<file path="config.mk">
export PLATFORM = sky130hd
export DESIGN_NAME = traffic_light_sequencer
export DESIGN_NICKNAME = d
export VERILOG_FILES = /design/src/rtl/tls_pkg.sv /design/src/rtl/tls_core.sv /design/src/rtl/traffic_light_sequencer.sv
export SDC_FILE = /design/constraint.sdc
export NUM_CORES = 1
export LEC_CHECK = 0
export BUFFER_PORTS_ARGS = -buffer_cell sky130_fd_sc_hd__buf_2
export CORE_UTILIZATION = 60
export DETAILED_ROUTE_END_ITERATION = 16
export GPL_TIMING_DRIVEN = 0
export PLACE_DENSITY = 0.78
export SKIP_LAST_GASP = 1
export SLEW_MARGIN = 20
export SYNTH_ARGS = -nofsm -noshare
export SYNTH_HDL_FRONTEND = slang
export SYNTH_SLANG_ARGS = --single-unit
</file>
<file path="constraint.sdc">
create_clock -name clk_i -period 6.7 [get_ports clk_i]
set_clock_uncertainty 0.05 [all_clocks]
set_input_delay 0.335 -clock clk_i [delete_from_list [all_inputs] [get_ports clk_i]]
set_output_delay 0.335 -clock clk_i [all_outputs]
set_load 0.03 [all_outputs]
</file>
<file path="src/rtl/tls_pkg.sv">
// ----------------------------------------------------------------------------
// tls_pkg: shared types and constants of the traffic light sequencer
// Beat formats, event codes, status characters, lamp bits and reset values.
// ----------------------------------------------------------------------------
package tls_pkg;

  // Input beat: one event
  typedef struct packed {
    logic [1:0] mode;
    logic [7:0] rx_byte;
    logic [1:0] button_index;
  } item_t;

  // Output beat: lamp state plus an optional status character
  typedef struct packed {
    logic       red_on;
    logic       yellow_on;
    logic       green_on;
    logic       tx_valid;
    logic [7:0] tx_byte;
    logic       last;
  } result_t;

  // Event codes
  localparam logic [1:0] EV_TICK   = 2'd0;
  localparam logic [1:0] EV_BYTE   = 2'd1;
  localparam logic [1:0] EV_BUTTON = 2'd2;

  // Lamp bits
  localparam logic [2:0] LAMP_OFF    = 3'b000;
  localparam logic [2:0] LAMP_RED    = 3'b001;
  localparam logic [2:0] LAMP_YELLOW = 3'b010;
  localparam logic [2:0] LAMP_GREEN  = 3'b100;

  // Light modes
  localparam logic [1:0] LM_RED   = 2'd1;
  localparam logic [1:0] LM_BLINK = 2'd2;
  localparam logic [1:0] LM_CYCLE = 2'd3;

  // Received command characters
  localparam logic [7:0] CMD_TOGGLE = 8'h54; // 'T'
  localparam logic [7:0] CMD_DAY    = 8'h44; // 'D'
  localparam logic [7:0] CMD_NIGHT  = 8'h4E; // 'N'
  localparam logic [7:0] CMD_SET    = 8'h53; // 'S'

  // Digit characters
  localparam logic [7:0] CH_ZERO  = 8'h30; // '0'
  localparam logic [7:0] CH_ONE   = 8'h31; // '1'
  localparam logic [7:0] CH_THREE = 8'h33; // '3'
  localparam logic [7:0] CH_FIVE  = 8'h35; // '5'
  localparam logic [7:0] CH_NINE  = 8'h39; // '9'

  // Status characters
  localparam logic [7:0] TX_NONE   = 8'h00;
  localparam logic [7:0] TX_MANUAL = 8'h4D; // 'M'
  localparam logic [7:0] TX_REMOTE = 8'h41; // 'A'
  localparam logic [7:0] TX_RED    = 8'h52; // 'R'
  localparam logic [7:0] TX_OFF    = 8'h4F; // 'O'
  localparam logic [7:0] TX_YELLOW = 8'h59; // 'Y'
  localparam logic [7:0] TX_GREEN  = 8'h47; // 'G'
  localparam logic [7:0] TX_ERROR  = 8'h45; // 'E'
  localparam logic [7:0] TX_SET_OK = 8'h53; // 'S'

  // Reset durations in seconds
  localparam logic [5:0] RST_RED_SEC    = 6'd5;
  localparam logic [5:0] RST_YELLOW_SEC = 6'd3;
  localparam logic [5:0] RST_GREEN_SEC  = 6'd10;
  localparam logic [5:0] RST_BLINK_SEC  = 6'd1;

  localparam int unsigned NUM_DIGITS = 6;
  localparam int unsigned MAX_SEC    = 63;

  // Two decimal digits to seconds
  function automatic logic [5:0] dec2(input logic [3:0] tens, input logic [3:0] ones);
    logic [7:0] t;
    t = {4'b0, tens} * 8'd10 + {4'b0, ones};
    return t[5:0];
  endfunction

endpackage

</file>
<file path="src/rtl/tls_core.sv">
// ----------------------------------------------------------------------------
// tls_core: controller state and single-pass event update
// Takes one event per fire, updates the event-driven state and forms the result beat.
// ----------------------------------------------------------------------------
module tls_core #(
  parameter int unsigned TICKS_PER_SECOND = 10
) (
  input  logic             clk_i,
  input  logic             rst_ni,
  input  logic             cfg_we_i,
  input  logic [5:0]       cfg_data_i,
  input  logic             fire_i,
  input  tls_pkg::item_t   item_i,
  output tls_pkg::result_t result_o,
  output logic             has_result_o
);
  import tls_pkg::*;

  localparam int unsigned TW = $clog2(MAX_SEC * TICKS_PER_SECOND + 1);
  localparam int unsigned DW = $clog2(NUM_DIGITS);

  logic [5:0]    blink_sec_q;
  logic [1:0]    light_mode_q, light_mode_d;
  logic          night_q, night_d;
  logic          remote_q, remote_d;
  logic [2:0]    lamps_q, lamps_d;
  logic [TW-1:0] ticks_left_q, ticks_left_d;
  logic          started_q, started_d;
  logic [5:0]    red_sec_q, red_sec_d;
  logic [5:0]    yellow_sec_q, yellow_sec_d;
  logic [5:0]    green_sec_q, green_sec_d;
  logic [DW-1:0] digit_count_q, digit_count_d;
  logic          collecting_q, collecting_d;
  logic          digit_bad_q, digit_bad_d;
  logic [3:0]    digit_store_q [NUM_DIGITS];

  logic          digit_we;
  logic [3:0]    digit_val;
  logic [7:0]    digit_hi;
  logic          digit_err;
  logic          txv;
  logic [7:0]    tx;
  logic [5:0]    phase_sec;
  logic [2:0]    phase_lamps;
  logic [7:0]    phase_ch;
  logic [TW-1:0] phase_prod;

  // Next phase: lamps, report character and duration
  always_comb begin
    phase_lamps = LAMP_RED;
    phase_ch    = TX_RED;
    phase_sec   = red_sec_q;
    priority if (light_mode_q == LM_RED) begin
      phase_lamps = LAMP_RED;
    end else if (light_mode_q == LM_BLINK || night_q) begin
      phase_lamps = lamps_q ^ LAMP_YELLOW;
      phase_ch    = phase_lamps[1] ? TX_YELLOW : TX_OFF;
      phase_sec   = blink_sec_q;
    end else if (lamps_q == LAMP_RED) begin
      phase_lamps = LAMP_YELLOW;
      phase_ch    = TX_YELLOW;
      phase_sec   = yellow_sec_q;
    end else if (lamps_q == LAMP_YELLOW) begin
      phase_lamps = LAMP_GREEN;
      phase_ch    = TX_GREEN;
      phase_sec   = green_sec_q;
    end else begin
      phase_lamps = LAMP_RED;
    end
  end

  assign phase_prod = TW'(phase_sec) * TW'(TICKS_PER_SECOND);

  assign digit_val = 4'(item_i.rx_byte - CH_ZERO);
  assign digit_hi  = digit_count_q[0] ? CH_NINE : CH_FIVE;
  assign digit_err = (item_i.rx_byte < CH_ZERO) || (item_i.rx_byte > digit_hi);

  always_comb begin
    light_mode_d  = light_mode_q;
    night_d       = night_q;
    remote_d      = remote_q;
    lamps_d       = lamps_q;
    ticks_left_d  = ticks_left_q;
    started_d     = started_q;
    red_sec_d     = red_sec_q;
    yellow_sec_d  = yellow_sec_q;
    green_sec_d   = green_sec_q;
    digit_count_d = digit_count_q;
    collecting_d  = collecting_q;
    digit_bad_d   = digit_bad_q;
    digit_we      = 1'b0;
    txv           = 1'b0;
    tx            = TX_NONE;

    unique case (item_i.mode)
      EV_TICK: begin
        if (!collecting_q) begin
          if (started_q && ticks_left_q > TW'(1)) begin
            ticks_left_d = ticks_left_q - TW'(1);
          end else begin
            lamps_d      = phase_lamps;
            ticks_left_d = (phase_prod == '0) ? TW'(1) : phase_prod;
            started_d    = 1'b1;
            txv          = 1'b1;
            tx           = phase_ch;
          end
        end
      end
      EV_BYTE: begin
        if (collecting_q) begin
          if (item_i.rx_byte == CMD_SET) begin
            digit_count_d = '0;
            digit_bad_d   = 1'b0;
          end else begin
            digit_we      = 1'b1;
            digit_bad_d   = digit_bad_q | digit_err;
            digit_count_d = digit_count_q + DW'(1);
            // sixth digit closes the load
            if (digit_count_q == DW'(NUM_DIGITS - 1)) begin
              txv = 1'b1;
              if (digit_bad_q || digit_err) begin
                tx = TX_ERROR;
              end else begin
                red_sec_d    = dec2(digit_store_q[0], digit_store_q[1]);
                yellow_sec_d = dec2(digit_store_q[2], digit_store_q[3]);
                green_sec_d  = dec2(digit_store_q[4], digit_val);
                tx           = TX_SET_OK;
              end
              collecting_d  = 1'b0;
              digit_count_d = '0;
              digit_bad_d   = 1'b0;
              if (light_mode_q == LM_CYCLE) begin
                lamps_d   = LAMP_OFF;
                started_d = 1'b0;
              end
            end
          end
        end else if (item_i.rx_byte == CMD_TOGGLE) begin
          remote_d = ~remote_q;
          txv      = 1'b1;
          tx       = remote_d ? TX_REMOTE : TX_MANUAL;
        end else if (item_i.rx_byte == CMD_DAY || item_i.rx_byte == CMD_NIGHT) begin
          night_d = (item_i.rx_byte == CMD_NIGHT);
          if (light_mode_q == LM_CYCLE) begin
            lamps_d   = LAMP_OFF;
            started_d = 1'b0;
          end
        end else if (item_i.rx_byte == CMD_SET) begin
          collecting_d  = 1'b1;
          digit_count_d = '0;
          digit_bad_d   = 1'b0;
        end else if (remote_q && item_i.rx_byte >= CH_ONE && item_i.rx_byte <= CH_THREE) begin
          light_mode_d = item_i.rx_byte[1:0];
          lamps_d      = LAMP_OFF;
          started_d    = 1'b0;
          txv          = 1'b1;
          tx           = item_i.rx_byte;
        end
      end
      EV_BUTTON: begin
        if (!collecting_q && !remote_q && item_i.button_index != 2'd3) begin
          light_mode_d = item_i.button_index + 2'd1;
          lamps_d      = LAMP_OFF;
          started_d    = 1'b0;
          txv          = 1'b1;
          tx           = CH_ZERO + {6'b0, light_mode_d};
        end
      end
      default: begin
      end
    endcase
  end

  assign has_result_o       = txv || (lamps_d != lamps_q);
  assign result_o.red_on    = lamps_d[0];
  assign result_o.yellow_on = lamps_d[1];
  assign result_o.green_on  = lamps_d[2];
  assign result_o.tx_valid  = txv;
  assign result_o.tx_byte   = tx;
  assign result_o.last      = 1'b1;

  always_ff @(posedge clk_i or negedge rst_ni) begin
    if (!rst_ni) begin
      blink_sec_q   <= RST_BLINK_SEC;
      light_mode_q  <= LM_CYCLE;
      night_q       <= 1'b0;
      remote_q      <= 1'b0;
      lamps_q       <= LAMP_OFF;
      ticks_left_q  <= '0;
      started_q     <= 1'b0;
      red_sec_q     <= RST_RED_SEC;
      yellow_sec_q  <= RST_YELLOW_SEC;
      green_sec_q   <= RST_GREEN_SEC;
      digit_count_q <= '0;
      collecting_q  <= 1'b0;
      digit_bad_q   <= 1'b0;
    end else begin
      if (cfg_we_i) begin
        blink_sec_q <= cfg_data_i;
      end
      if (fire_i) begin
        light_mode_q  <= light_mode_d;
        night_q       <= night_d;
        remote_q      <= remote_d;
        lamps_q       <= lamps_d;
        ticks_left_q  <= ticks_left_d;
        started_q     <= started_d;
        red_sec_q     <= red_sec_d;
        yellow_sec_q  <= yellow_sec_d;
        green_sec_q   <= green_sec_d;
        digit_count_q <= digit_count_d;
        collecting_q  <= collecting_d;
        digit_bad_q   <= digit_bad_d;
      end
    end
  end

  // digit store, no reset
  always_ff @(posedge clk_i) begin
    if (fire_i && digit_we) begin
      digit_store_q[digit_count_q] <= digit_val;
    end
  end

  a_one_lamp: assert property (@(posedge clk_i) disable iff (!rst_ni)
    $countones(lamps_q) <= 1)
    else $error("more than one lamp on");

  a_ticks_running: assert property (@(posedge clk_i) disable iff (!rst_ni)
    started_q |-> ticks_left_q != '0)
    else $error("phase running with zero ticks left");

  a_digit_count: assert property (@(posedge clk_i) disable iff (!rst_ni)
    digit_count_q < DW'(NUM_DIGITS) && (collecting_q || digit_count_q == '0))
    else $error("digit count out of range");

  a_freeze: assert property (@(posedge clk_i) disable iff (!rst_ni)
    collecting_q && fire_i && item_i.mode != EV_BYTE |=> $stable(lamps_q))
    else $error("lamps changed while loading durations");

endmodule

</file>
<file path="src/rtl/traffic_light_sequencer.sv">
// ----------------------------------------------------------------------------
// traffic_light_sequencer: top level
// Event beats (tick, received byte, button) in; lamp and status beats out.
// ----------------------------------------------------------------------------
// Usage:
//   Input channel in_valid_i/in_stall_o carries one event per beat. Output
//   channel out_valid_o/out_stall_i carries at most one result beat per
//   event; events that change no lamp and send no character give no beat.
//   The config channel cfg_valid_i/cfg_ready_o writes blink_seconds; it is
//   always ready and should be written only while the block is idle.
//   Path: an event is registered in the event stage; when it fires it is
//   evaluated in one pass against the controller state and its result is
//   registered in the output register. Throughput is one event per cycle
//   while no stalled result holds the event stage; the state update in
//   tls_core is a single pass.
//   Reset: light mode 3 (day cycle), manual control, lamps off, no phase
//   running; the first tick starts the red phase.
//   Stall: while out_stall_i holds a result, the event stage holds too and
//   in_stall_o rises once that stage is occupied.
// ----------------------------------------------------------------------------
module traffic_light_sequencer #(
  parameter int unsigned TICKS_PER_SECOND = 10
) (
  input  logic             clk_i,
  input  logic             rst_ni,
  input  logic             in_valid_i,
  output logic             in_stall_o,
  input  tls_pkg::item_t   in_data_i,
  output logic             out_valid_o,
  input  logic             out_stall_i,
  output tls_pkg::result_t out_data_o,
  input  logic             cfg_valid_i,
  output logic             cfg_ready_o,
  input  logic [5:0]       cfg_data_i
);
  import tls_pkg::*;

  logic    s1_valid_q;
  item_t   s1_item_q;
  logic    s1_adv;
  logic    fire;
  logic    in_accept;
  logic    out_valid_q;
  result_t out_data_q;
  result_t core_result;
  logic    core_has_result;

  assign cfg_ready_o = 1'b1;

  // the event stage moves when the output register is free or being drained
  assign s1_adv     = !out_valid_q || !out_stall_i;
  assign fire       = s1_valid_q && s1_adv;
  assign in_stall_o = s1_valid_q && !s1_adv;
  assign in_accept  = in_valid_i && !in_stall_o;

  tls_core #(
    .TICKS_PER_SECOND(TICKS_PER_SECOND)
  ) u_core (
    .clk_i        (clk_i),
    .rst_ni       (rst_ni),
    .cfg_we_i     (cfg_valid_i && cfg_ready_o),
    .cfg_data_i   (cfg_data_i),
    .fire_i       (fire),
    .item_i       (s1_item_q),
    .result_o     (core_result),
    .has_result_o (core_has_result)
  );

  always_ff @(posedge clk_i or negedge rst_ni) begin
    if (!rst_ni) begin
      s1_valid_q  <= 1'b0;
      out_valid_q <= 1'b0;
    end else begin
      if (!in_stall_o) begin
        s1_valid_q <= in_valid_i;
      end
      if (s1_adv) begin
        out_valid_q <= fire && core_has_result;
      end
    end
  end

  always_ff @(posedge clk_i) begin
    if (in_accept) begin
      s1_item_q <= in_data_i;
    end
    if (fire && core_has_result) begin
      out_data_q <= core_result;
    end
  end

  assign out_valid_o = out_valid_q;
  assign out_data_o  = out_data_q;

  a_no_drop: assert property (@(posedge clk_i) disable iff (!rst_ni)
    out_valid_q && out_stall_i |=> out_valid_q && $stable(out_data_q))
    else $error("stalled result beat lost or changed");

  a_tx_blank: assert property (@(posedge clk_i) disable iff (!rst_ni)
    out_valid_q && !out_data_q.tx_valid |-> out_data_q.tx_byte == TX_NONE)
    else $error("tx byte set without tx valid");

  a_stage_hold: assert property (@(posedge clk_i) disable iff (!rst_ni)
    in_stall_o |=> s1_valid_q && $stable(s1_item_q))
    else $error("event stage changed while stalled");

endmodule

</file>
# --- Word-level counts from Yosys, hierarchy flattened ---
# Memory sizes are Yosys's and may differ from the RTL's.
# Index checks and enable logic that the tools add are counted.
totals:
  elab_cells: 206
  ram_bits: 24
  in_bits: 23
  n_memories: 1
  register_bits: 73
  out_inout_bits: 16
memory_table:
  columns: ["memory", "depth", "word_bits", "rd", "rd_ports_with_merged_regs", "write_ports", "line", "rtl"]
  rows:
  - ["u_core.digit_store_q", 6, 4, 5, 0, 1, "tls_core.sv:35", "logic [3:0] digit_store_q [NUM_DIGITS];"]
op_classes:
  eq_ne: 29
  multipliers: 4
  reduce_logical: 35
  bitwise: 7
  n_mux: 94
  magnitude_cmp: 5
  addsub: 8
ops:
  columns: ["op", "n"]
  rows:
  - ["2-to-1 mux 8 bit", 13]
  - ["2-to-1 mux 3 bit", 21]
  - ["2-to-1 mux 1 bit", 38]
  - ["equality test 8 x 7 -> 1 bit, second input constant", 4]
  - ["2-to-1 mux 6 bit", 4]
  - ["case mux 8 bit (3 select lines)", 1]
  - ["2-to-1 mux 10 bit", 2]
  - ["adder 6 x 4 -> 6 bit", 3]
  - ["multiplier 4 x 3 -> 5 bit, second input constant", 3]
  - ["2-to-1 mux 5 bit", 3]
  - ["!= test 2 bit, second input constant", 7]
  - ["2-to-1 mux 2 bit", 6]
  - ["> comparator 10 x 1 -> 1 bit, second input constant", 1]
  - ["logical AND 1 bit", 10]
  - ["logical NOT 10 bit", 1]
  - ["AND reduction 10 bit", 1]
  - ["AND reduction 5 bit", 2]
  - ["subtractor 10 x 1 -> 10 bit, second input constant", 1]
  - ["multiplier 6 x 3 -> 9 bit, second input constant", 1]
  - ["case mux 3 bit (3 select lines)", 1]
  - ["greater-or-equal comparator 8 x 6 -> 1 bit, second input constant", 1]
  - ["> comparator 8 x 6 -> 1 bit", 1]
  - ["less-or-equal comparator 8 x 6 -> 1 bit, second input constant", 1]
  - ["less-than comparator 8 x 6 -> 1 bit, second input constant", 1]
  - ["other kinds (30)", 55]

# --- Logic depth before layout (Yosys ltp) ---
depth:
  ltp_word: 12
  depth_mapped: 14
  mapped_depth_nobuf: 13

# --- Cells and area by module ---
# Synthesis repeated with hierarchy kept, for this count alone.
unflattened:
  cells_unflattened: 491
  area_unflattened_um2: 5225.0
by_module_without_submodules:
  columns: ["module", "seq_area_each_um2", "area_each_um2", "cells_per_inst", "n_inst"]
  rows:
  - ["tls_core", 1788.0, 4364.2, 453, 1]
  - ["traffic_light_sequencer", 800.8, 860.8, 38, 1]

# --- Worst setup path before layout ---
# Ideal clock, no wire load.
synth_timing:
  path_kind: "register to register"
  start: "register u_core.lamps_q[1]"
  end: "register u_core.ticks_left_q[0]"
  t_required_ps: 6555
  arrival_ps: 3211
  setup_ps: 95
  path_slack_ps: 3344
  stages_incl_launch_ff: 12
  period_less_slack_ps: 3356
  n_path_buf: 1
  cell_sequence: "dfrtp_1 clkbuf_1 or3b_2 o221ai_1 a31oi_1 ha_1 ha_1 fa_1 or4_1 a211oi_1 nand2_1 o31ai_1"
synth_via:
  elab_chain_len: 9
  elab_cells_between_ends: 10
  cone_classes: "1 x mul; 2 x eq/ne; 6 x mux; 1 x reduce/logical"
synth_rtl:
  columns: ["item", "line", "rtl"]
  rows:
  - ["from (decl)", "tls_core.sv:26", "logic [2:0] lamps_q, lamps_d;"]
  - ["from (signal assigned)", "tls_core.sv:205", "lamps_q <= lamps_d;"]
  - ["equality test 3 x 2 -> 1 bit", "tls_core.sv:63", "end else if (lamps_q == LAMP_YELLOW) begin"]
  - ["2-to-1 mux 6 bit", "tls_core.sv:63", null]
  - ["2-to-1 mux 6 bit (*)", "tls_core.sv:59", "end else if (lamps_q == LAMP_RED) begin"]
  - ["2-to-1 mux 6 bit (*)", "tls_core.sv:55", "end else if (light_mode_q == LM_BLINK || night_q) begin"]
  - ["2-to-1 mux 6 bit (*)", "tls_core.sv:53", "priority if (light_mode_q == LM_RED) begin"]
  - ["multiplier 6 x 3 -> 9 bit (*)", "tls_core.sv:72", "assign phase_prod = TW'(phase_sec) * TW'(TICKS_PER_SECOND);"]
  - ["logical NOT 10 bit (*)", "tls_core.sv:102", "ticks_left_d = (phase_prod == '0) ? TW'(1) : phase_prod;"]
  - ["2-to-1 mux 10 bit (*)", "tls_core.sv:102", null]
  - ["2-to-1 mux 10 bit (*)", "tls_core.sv:98", "if (started_q && ticks_left_q > TW'(1)) begin"]
  - ["to (signal assigned)", "tls_core.sv:206", "ticks_left_q <= ticks_left_d;"]
  - ["to (decl)", "tls_core.sv:27", "logic [TW-1:0] ticks_left_q, ticks_left_d;"]
# Mark *: on every way between the ends. The rest lies on a longest branch, timed or not.
# A chain may end at the register's enable or synchronous reset.

# --- Worst setup path after layout ---
layout_timing:
  start: "register u_core.light_mode_q[1]"
  end: "register u_core.ticks_left_q[0]"
layout_via:
  elab_chain_len: 8
  elab_cells_between_ends: 9
  cone_classes: "1 x mul; 2 x eq/ne; 4 x mux; 2 x reduce/logical"
layout_rtl:
  columns: ["item", "line", "rtl"]
  rows:
  - ["from (decl)", "tls_core.sv:23", "logic [1:0] light_mode_q, light_mode_d;"]
  - ["from (signal assigned)", "tls_core.sv:202", "light_mode_q <= light_mode_d;"]
  - ["equality test 2 bit", "tls_core.sv:55", null]
  - ["logical OR 1 bit", "tls_core.sv:55", null]
  - ["2-to-1 mux 6 bit", "tls_core.sv:55", null]
  - ["2-to-1 mux 6 bit (*)", "tls_core.sv:53", null]
  - ["multiplier 6 x 3 -> 9 bit (*)", "tls_core.sv:72", null]
  - ["logical NOT 10 bit (*)", "tls_core.sv:102", null]
  - ["2-to-1 mux 10 bit (*)", "tls_core.sv:102", null]
  - ["2-to-1 mux 10 bit (*)", "tls_core.sv:98", null]
# Marked as above.

==> flow_summary.json <==
{
  "synth_edf_count": 44,
  "synth_compound_area_share_pct": 16.7,
  "topRoutingLayerUsed": "met4",
  "detail-route-antenna-nets": 0,
  "hpwl_um": 8260,
  "drc": 0,
  "grt_pass1_vias": 3837,
  "fill_cells": 622,
  "timing.rr.end": "u_core.ticks_left_q[0]$_DFFE_PN0P_",
  "cts.repair.resized": 0,
  "grt-ovfl-total": 0,
  "drive_above_1_share_pct": 16.4,
  "fin_nets": 596,
  "synth_top_family_by_area": "compound AO/OA/AOI/OAI gates",
  "yosys.cell_count.top_type": "nand2_1",
  "synthMuxAreaShare_pct": 2.98,
  "root_buffer": "clkbuf_8",
  "viasPerCell": 6.10,
  "cts-buffers-inserted": 9,
  "clk_latency_ns": 0.36,
  "dieHeight_um": 95.1,
  "drv_slew": 0,
  "clockBufferDepth": 2,
  "slew_headroom_pct": 23.7,
  "powerDensity_nw_per_um2": 372,
  "fin_util_pct": 69.3,
  "cts-htree-levels": 3,
  "dr_wl_met2_um": 5320,
  "max_cap_viol_count": 0,
  "fin_crit_sh_pct": 58.4,
  "initial_core_util_pct": 62.7,
  "crit_start": "u_core.light_mode_q[1]$_DFFE_PN1P_",
  "synth_area_leader_cell": "edfxtp_1",
  "peakVddDrop_mv": 0.182,
  "multi_input_area_um2": 2480,
  "portBuffers": 35,
  "drtPass1Iterations": 5,
  "synthAdderAreaFrac_pct": 9.19,
  "synthXorXnorAreaFrac_pct": 3.37,
  "grt_max_degree": 50,
  "grt_usage_pct": 26.7,
  "drt_iter0_drc": 183,
  "fin_tns_setup_ns": 0,
  "antenna_found_initial": 0,
  "cp_data_required_time_ns": 6.91,
  "core_area_um2": 8300,
  "async_reset_ff_share_pct": 52.7,
  "seq_area_um2": 2560,
  "ios": 39,
  "holdPathStages": 1,
  "post-synth-top-area-fraction_pct": 25.4,
  "ys_types": 70,
  "wl_per_cell_um": 17.0,
  "critPathArrivalTime_ns": 4.12,
  "ff2ff_path_depth": 12,
  "fmax_ghz": 0.256,
  "syn_inst": 490,
  "dieArea_um2": 9050,
  "finalSetupViolations": 0,
  "avgSynthCellArea_um2": 10.6,
  "grt_pass1_wl_um": 18200,
  "holdCritPathClass": "in2reg",
  "cts_setup_buffers": 0,
  "syn_area_um2": 5200,
  "total_power_w": 0.00214,
  "crit_fanout": 8,
  "synthSimpleGateAreaFrac_pct": 15.2,
  "fin_crit_ns": 3.91,
  "yosysWarningCount": 0,
  "min-delay-start": "in_data_i[1]",
  "holdPathEnd": "s1_item_q[1]$_DFFE_PP_",
  "reg2reg_from": "u_core.light_mode_q[1]$_DFFE_PN1P_",
  "wl_um": 11000,
  "cp-start-kind": "register",
  "power_leakage_nw": 2.42,
  "cp-end-kind": "register",
  "areaGrowthSynthToFinish_pct": 10.6,
  "status": "finished clean",
  "netlist_top_cells_count": "nand2_1 (45), edfxtp_1 (44), dfrtp_1 (40)",
  "yosys-top-cells-area": "edfxtp_1 (25%), dfrtp_1 (19%), ha_1 (7.5%), dfstp_2 (4.5%), o21ai_0 (3.4%)",
  "antennaDiodeCount": 0,
  "ys.flop_type": "edfxtp_1",
  "num_rows": 33,
  "clock-sinks": 93,
  "tightest_slew_ns": 1.13,
  "rsz0062_at_grt": "false",
  "r2r_slack_ns": 2.79,
  "vias": 3951,
  "hold_violations": 0,
  "place.gp.congestion": 0.857,
  "yosysSeqAreaShare_pct": 49.2,
  "cts_tree": "built",
  "clkTransAtPathRegs_ns": 0.09,
  "wl_met1_um": 4910,
  "ys_ff_latch": 93,
  "die_x_um": 95.1,
  "dr_wl_met3_um": 568,
  "crit_type": "reg2reg"
}
final cells by class:
cell class | instances | area share (%)
clock buffer | 9 | 2.15
multi-input combinational | 356 | 43.2
timing repair buffer | 36 | 3.26
sequential | 93 | 44.5
buffer | 18 | 1.39
clock inverter | 7 | 1.70
tap | 105 | 2.28
inverter | 24 | 1.57
kinds of logic after synthesis:
logic type                 Yosys count
and+or+nand+nor                    153
AOI/OAI and AO/OA                  130
DFF                                 93
buffers and inverters               42
adders and majority gates           36
xor gates and xnor gates            20
muxes                               14
other                                2
per-layer routing:
layer,GRT usage (%),up-vias
met4,10.1,0
li1,-,1894
met3,3.35,20
met2,45.2,137
met5,0,-
met1,35.0,1900
registers in the layout (all words and copies together), names as in the netlist, 2 cells and up:
name                  count
u_core.digit_store_q     20
u_core.ticks_left_q      10
u_core.digit_count_q      3
s1_item_q                12
u_core.yellow_sec_q       6
u_core.red_sec_q          6
out_data_o               12
u_core.lamps_q            3
u_core.green_sec_q        6
u_core.light_mode_q       2
u_core.blink_sec_q        6
cells in the final DEF (no fill, tap or decap), types with 4 or more instances in the layout:
cell and count:
nand2_1 45, edfxtp_1 44, dfrtp_1 40, buf_2 38
o21ai_0 35, ha_1 31, nor2_1 30, a21oi_1 27
inv_1 24, clkbuf_1 12, a21o_1 12, xnor2_1 10
xor2_1 10, nand2b_1 9, nand3_1 9, nor2b_1 9
nor3_1 9, mux2_2 9, clkbuf_8 9, dfstp_2 9
nor4_1 7, nor3b_1 6, o21ai_1 6, nor4b_1 5
a211oi_1 5, or2_2 4, o221ai_1 4, a22oi_1 4
fa_1 4
report_power, final:
part	internal (W)	switching [W]	leakage, nW
clock network	0.000213	0.000202	0.113
registers	0.000705	0.0000857	1.02
logic	0.000356	0.000578	1.29
critical path: stages (launching register included):
cell      delay (ns)
dfstp_2         0.61
nand2b_1        0.28
and2_1          0.17
clkbuf_1        0.40
nor2_1          0.07
a31oi_1         0.25
ha_1            0.28
ha_1            0.22
fa_1            0.49
or4_1           0.49
a211oi_1        0.18
nand2_1         0.08
o31ai_1         0.24
worst max path at each step:
| stage | to | cells after the start |
|---|---|---|
| finish | u_core.ticks_left_q[0]$_DFFE_PN0P_ | 12 |
| global route | u_core.ticks_left_q[0]$_DFFE_PN0P_ | 12 |
| CTS | u_core.ticks_left_q[0]$_DFFE_PN0P_ | 12 |
| detailed placement | u_core.ticks_left_q[0]$_DFFE_PN0P_ | 12 |
| global placement | u_core.ticks_left_q[0]$_DFFE_PN0P_ | 12 |
| floorplan | u_core.ticks_left_q[0]$_DFFE_PN0P_ | 11 |
what timing repair did:
item	4_1_cts	5_1_grt
endpoints found under the hold margin	0	15
endpoints found under the setup margin	0	0
hold buffers	0	1
per-stage QoR:
stage | hold slack (ns) | instances | cell area (um2) | worst slack [ns]
final | 0.0933 | 648 | 5750 | 2.79
after global routing | 0.0759 | 648 | 5750 | 2.54
after CTS | 0.0824 | 647 | 5730 | 2.84
after detailed placement | 0.396 | 631 | 5510 | 2.89
after global placement | 0.397 | 631 | 5510 | 2.91
after floorplan | -0.0106 | 491 | 5210 | 3.34
No activity file was read; power rests on OpenSTA's default activity.
